<file path="src/design/bilinear_opacity_splat_unit_defines.svh">
// Assertion macros used by the bilinear opacity splat unit design file.
`ifndef BILINEAR_OPACITY_SPLAT_UNIT_DEFINES_SVH
`define BILINEAR_OPACITY_SPLAT_UNIT_DEFINES_SVH
`ifndef SYNTH
// Checked on every rising edge outside reset.
`define BOS_ASSERT(label, prop) \
    label: assert property (@(posedge clk) disable iff (!rst_n) prop) \
        else $error("bilinear opacity splat assertion failed");
// Checked on every rising edge, reset included.
`define BOS_ASSERT_ALWAYS(label, prop) \
    label: assert property (@(posedge clk) prop) \
        else $error("bilinear opacity splat assertion failed");
`else
`define BOS_ASSERT(label, prop)
`define BOS_ASSERT_ALWAYS(label, prop)
`endif
`endif

</file>
<file path="src/design/bos_pkg.sv">
// Package with the types, constants and helpers of the bilinear opacity splat unit.
package bos_pkg;

    localparam int POS_W     = 14;
    localparam int COLOR_W   = 32;
    localparam int OPA_W     = 8;
    localparam int PIX_W     = 6;
    localparam int NBR_N     = 4;

    localparam int DAB_WIDTH  = 64;
    localparam int DAB_HEIGHT = 64;
    localparam int FRAC_BITS  = 8;

    localparam int INT_W     = POS_W - FRAC_BITS;
    localparam int COORD_W   = (INT_W + 1 > PIX_W) ? INT_W + 1 : PIX_W;
    localparam int DAB_DEPTH = DAB_WIDTH * DAB_HEIGHT;
    localparam int ADDR_W    = $clog2(DAB_DEPTH);
    localparam int WGT_W     = FRAC_BITS + 1;
    localparam int WPROD_W   = 2 * FRAC_BITS + 1;
    localparam int PROD_W    = WPROD_W + OPA_W;

    localparam logic [WGT_W-1:0]  FIX_ONE  = WGT_W'(1) << FRAC_BITS;
    localparam logic [PROD_W-1:0] HALF_LSB = PROD_W'(1) << (2 * FRAC_BITS - 1);
    localparam logic [OPA_W-1:0]  OPA_MAX  = '1;

    typedef logic [NBR_N-1:0] nbr_mask_t;
    typedef logic [1:0]       nbr_idx_t;

    typedef struct packed {
        logic [POS_W-1:0]   pos_x;
        logic [POS_W-1:0]   pos_y;
        logic [COLOR_W-1:0] ink_color;
        logic [OPA_W-1:0]   ink_opacity;
    } particle_t;

    typedef struct packed {
        logic [PIX_W-1:0]   pixel_x;
        logic [PIX_W-1:0]   pixel_y;
        logic [COLOR_W-1:0] pixel_color;
        logic [OPA_W-1:0]   pixel_opacity;
        logic               last_pixel;
    } pixel_t;

    // Lowest neighbour still to be written; order is top-left, top-right,
    // bottom-left, bottom-right.
    function automatic nbr_idx_t first_nbr(input nbr_mask_t mask);
        nbr_idx_t k;
        k = 2'd3;
        if (mask[2])
            k = 2'd2;
        if (mask[1])
            k = 2'd1;
        if (mask[0])
            k = 2'd0;
        return k;
    endfunction

endpackage

</file>
<file path="src/design/bos_share.sv">
// Two-stage multiplier that forms one neighbour's rounded opacity share.
module bos_share
    import bos_pkg::*;
(
    input  logic             clk,
    input  logic [WGT_W-1:0] wx,
    input  logic [WGT_W-1:0] wy,
    input  logic [OPA_W-1:0] opacity,
    output logic [OPA_W-1:0] share
);

    logic [WPROD_W-1:0] wprod_reg;
    logic [PROD_W-1:0]  prod_reg;
    logic [PROD_W-1:0]  rounded;

    always_ff @(posedge clk)
    begin
        wprod_reg <= WPROD_W'(wx) * WPROD_W'(wy);
        prod_reg  <= PROD_W'(wprod_reg) * PROD_W'(opacity);
    end

    // The weight product never exceeds one, so the share fits the opacity width.
    assign rounded = prod_reg + HALF_LSB;
    assign share   = rounded[2*FRAC_BITS +: OPA_W];

endmodule

</file>
<file path="config.mk">
export PLATFORM = sky130hd
export DESIGN_NAME = bos_share
export DESIGN_NICKNAME = d
export VERILOG_FILES = /design/src/design/bilinear_opacity_splat_unit_defines.svh /design/src/design/bos_pkg.sv /design/src/design/bos_share.sv
export SDC_FILE = /design/constraint.sdc
export NUM_CORES = 1
export LEC_CHECK = 0
export BUFFER_PORTS_ARGS = -buffer_cell sky130_fd_sc_hd__buf_2
export CORE_ASPECT_RATIO = 0.8
export CORE_MARGIN = 2
export CORE_UTILIZATION = 50
export CTS_BUF_LIST = sky130_fd_sc_hd__clkbuf_8 sky130_fd_sc_hd__clkbuf_16
export DETAILED_ROUTE_END_ITERATION = 12
export PLACE_DENSITY_LB_ADDON = 0.05
export SETUP_SLACK_MARGIN = 0.05
export SYNTH_ARGS = -nofsm -noshare
export SYNTH_HDL_FRONTEND = slang
export SYNTH_SLANG_ARGS = --single-unit
</file>
<file path="constraint.sdc">
create_clock -name clk -period 7.1 [get_ports clk]
set_clock_uncertainty 0.15 [all_clocks]
set_input_delay 1.42 -clock clk [delete_from_list [all_inputs] [get_ports clk]]
set_output_delay 1.42 -clock clk [all_outputs]
set_load 0.01 [all_outputs]
</file>
**Word level (Yosys, flattened, before mapping)**

Cells that the tools add are included.

- Bits in registers: 41
- Latch bits: 0
- Memory bits (writable): 0
- Memory bits (read-only): 0
- Input port bits: 27
- Logic and storage cells: 5
- Output and inout port bits: 8
- Memories: 0

- Muxes and demuxes: 0
- $lt $le $gt $ge: 0
- Bitwise operators: 0
- Add/sub/neg operators: 1
- Shifts and indexed selects: 0
- Multipliers: 2
- Reductions and logical operators: 0
- Equal/unequal tests: 0
- Div/mod/pow operators: 0

Operator list:

| cell | number |
|---|---|
| $add 24x16->24 const B | 1 |
| $mul 17x8->24 | 1 |
| $mul 9x9->17 | 1 |

**Longest topological paths before layout**

- Depth after elaboration: 1
- Mapped depth: 18

**Worst setup path before layout**

OpenSTA, ideal clock, no wires.

- Path type: input port to flip-flop
- From: in opacity[4]
- To: reg prod_reg[22]
- Path slack: 1412 ps
- Arrival: 5443 ps
- Required time: 6855 ps
- Path buffers: 1
- Stages on the path: 15
- Cells stage by stage: clkbuf_1 -> and2_1 -> fa_1 -> fa_1 -> inv_1 -> fa_1 -> fa_1 -> inv_1 -> ha_1 -> a211o_1 -> a31oi_1 -> nor3_1 -> o32a_1 -> or4_1 -> o311ai_1

- Longest elaborated chain between the ends: 1

RTL lines:

| what | line | RTL |
|---|---|---|
| from (decl) | bos_share.sv:8 | `input logic [OPA_W-1:0] opacity,` |
| $mul 17x8->24 | bos_share.sv:19 | `prod_reg <= PROD_W'(wprod_reg) * PROD_W'(opacity);` |
| to (signal assigned) | bos_share.sv:19 |  |
| to (decl) | bos_share.sv:13 | `logic [PROD_W-1:0] prod_reg;` |

No other way between the ends.

**Final worst setup path**

Same ends and word-level chain as after synthesis.

==> flow_metrics.py <==
metrics = {
    "run_status": {
        "status": "completed",
    },
    "finish": {
        "layout-drive-gt1-share_pct": 5.07,
        "nets": 1071,
        "largest_reg_flops": 17,
        "final_common_cell": "inv_1",
        "diodes": 0,
        "multi_input_area_mm2": 0.00587,
        "regArea_um2": 520,
        "design_area_mm2": 0.00755,
        "final_cells": 1008,
        "nFillCells": 1288,
        "area_growth_pct": 5.92,
        "most-common-layout-cells": "inv_1, and2_1, fa_1, nand2_1, ha_1",
    },
    "place": {
        "dp_cells": 1005,
        "finalWeightedCongestion": 0.845,
        "post-place-ws_ns": 1.03,
        "dpl_cell_area_mm2": 0.00747,
        "hpwlAfterDp_mm": 12.2,
        "numPortBuffers": 34,
    },
    "synthesis": {
        "synth_nets": 1045,
        "ys_async_sr_fraction_pct": 0,
        "syn_area_per_cell_um2": 8.86,
        "ys_warn_count": 0,
        "ys.flop_type": "dfxtp_1",
        "synth-edff-count": 0,
        "ys_ff_latch": 26,
        "netlist_instances": 804,
        "ys_seq_area_share_pct": 7.30,
        "yosysUniqueCellTypes": 42,
        "syn_area_mm2": 0.00713,
    },
    "cts": {
        "cts_made_buffers": 3,
        "h-tree-depth": 1,
        "clk_pin_slew_ns": 0.07,
        "cts_sinks": 26,
        "clockBufferDepth": 2,
        "cts_setup_buffers": 0,
        "insertion_delay_ns": 0.27,
        "cts_resized": 0,
        "cts-hold-fix-buffers": 0,
        "cts_tree": "yes",
        "ctsRootBufferMaster": "clkbuf_16",
    },
    "floorplanning": {
        "io_pins": 35,
        "die_height_um": 111,
        "die-area_mm2": 0.0152,
        "fp.dieW_um": 137,
        "rows": 38,
        "coreArea_mm2": 0.0137,
        "initial_utilization_pct": 51.9,
    },
    "sta": {
        "slew_violations": 0,
        "max_freq_ghz": 0.172,
        "slew_headroom_pct": 59.6,
        "worst_slack_ns": 1.30,
        "worstMarginPinSlew_ns": 0.602,
        "finalWorstPathRequiredPeriod_ns": 5.80,
        "rsz0062_at_grt": "false",
        "hold_viol": 0,
        "setup_viol": 0,
        "final.setup.tns_ns": 0,
        "fin_crit_sh_pct": 81.7,
    },
    "worst_setup_path": {
        "required_ns": 7.12,
        "startpoint_type": "input port",
        "reg2reg_slack_ns": 2.25,
        "critPathCapture": "prod_reg[22]",
        "r2r_end": "prod_reg[22]",
        "cp.arrival_ns": 5.82,
        "r2r-start": "wprod_reg[2]",
        "cp_max_fo": 17,
        "reg2reg_depth": 14,
        "critical_path.startpoint": "opacity[4]",
        "cp-end-kind": "flip-flop",
        "path_class": "in2reg",
    },
    "grt": {
        "grt_pass1_wl_mm": 25.9,
        "grt_pass1_vias": 5609,
        "grt_max_degree": 18,
        "antenna_found_initial": 0,
        "grt-ovfl-total": 0,
        "track_usage_pct": 21.0,
    },
    "drt": {
        "drt_wl_total_mm": 14.2,
        "drc": 0,
        "viasPerCell": 5.15,
        "first_pass_iters": 4,
        "vias": 5191,
        "initialDrtViolationCount": 209,
        "wl_per_cell_um": 14.0,
        "drt.antenna.violating_nets": 0,
    },
    "min_path": {
        "hold_path_startpoint": "wprod_reg[16]",
        "min_path_type": "reg2reg",
    },
    "flow_run": {
        "drv_cap": 0,
    },
}
layout make-up:
class	instances	area share [%]
Tap cell	180	2.98
Multi-Input combinational cell	583	77.8
Clock buffer	3	0.995
Sequential cell	26	6.90
Timing Repair Buffer	34	2.25
Inverter	182	9.05
worst min-delay path by stage:
stage                         to  slack [ns]  cells past startpoint
global placement    prod_reg[23]        0.81                      4
CTS                 prod_reg[23]        0.84                      4
finish              prod_reg[23]        0.82                      4
detailed placement  prod_reg[23]        0.82                      4
floorplan           prod_reg[23]        0.65                      4
global route        prod_reg[23]        0.89                      4
metrics by stage:
stage / hold WS, ns / util, %
after CTS: 0.838 / 54.9
after global routing: 0.886 / 54.9
after floorplan: 0.654 / -
after global placement: 0.814 / 54.4
after detailed placement: 0.825 / 54.4
final: 0.817 / 54.9
logic make-up after synthesis:
logic type	synth area share (%)
DFF	7.30
adders and majority gates	52.0
AOI/OAI and AO/OA	5.60
buffers and inverters	10.3
and+or+nand+nor	21.1
xor gates and xnor gates	3.69
Yosys cell counts (all sizes together), types with 2 or more instances:
master | number | area (µm²)
nor2b | 3 | 18.8
o21ai | 9 | 45.0
o211ai | 3 | 22.5
and3 | 4 | 25.0
nand4 | 5 | 31.3
nand2 | 79 | 297
nor2 | 16 | 60.1
a21oi | 17 | 85.1
a21o | 5 | 38.8
or4 | 2 | 15.0
o311ai | 4 | 35.0
nand3 | 9 | 45.0
a31oi | 3 | 18.8
xor2 | 4 | 35.0
nor3 | 9 | 45.0
o21bai | 2 | 15.0
a221oi | 2 | 17.5
xnor2 | 26 | 228
fa | 137 | 2740
dfxtp | 26 | 521
a211o | 2 | 17.5
clkbuf | 13 | 48.8
and2 | 150 | 940
ha | 77 | 963
inv | 182 | 683
o31ai | 2 | 15.0
per-layer routing:
layer,share of wire [%],up-vias,global-route usage (%),wire (µm)
met5,0,-,0,0
met4,0.29,0,2.20,41
met3,3.4,2,2.29,488
met2,45,79,33.0,6360
met1,51,2625,32.1,7270
li1,-,2485,-,-
critical path, stage by stage:
cell	delay [ns]
buf_2	0.20
and2_1	0.20
fa_1	0.45
fa_1	0.54
inv_1	0.05
fa_1	0.48
fa_1	0.56
inv_1	0.04
ha_1	0.31
a211o_1	0.26
a31oi_1	0.19
nor3_1	0.09
o32a_1	0.42
or4_1	0.50
o311ai_1	0.10
Power is not shown: default switching activity piles up to over one toggle a cycle in this logic, so the estimate is an artifact.
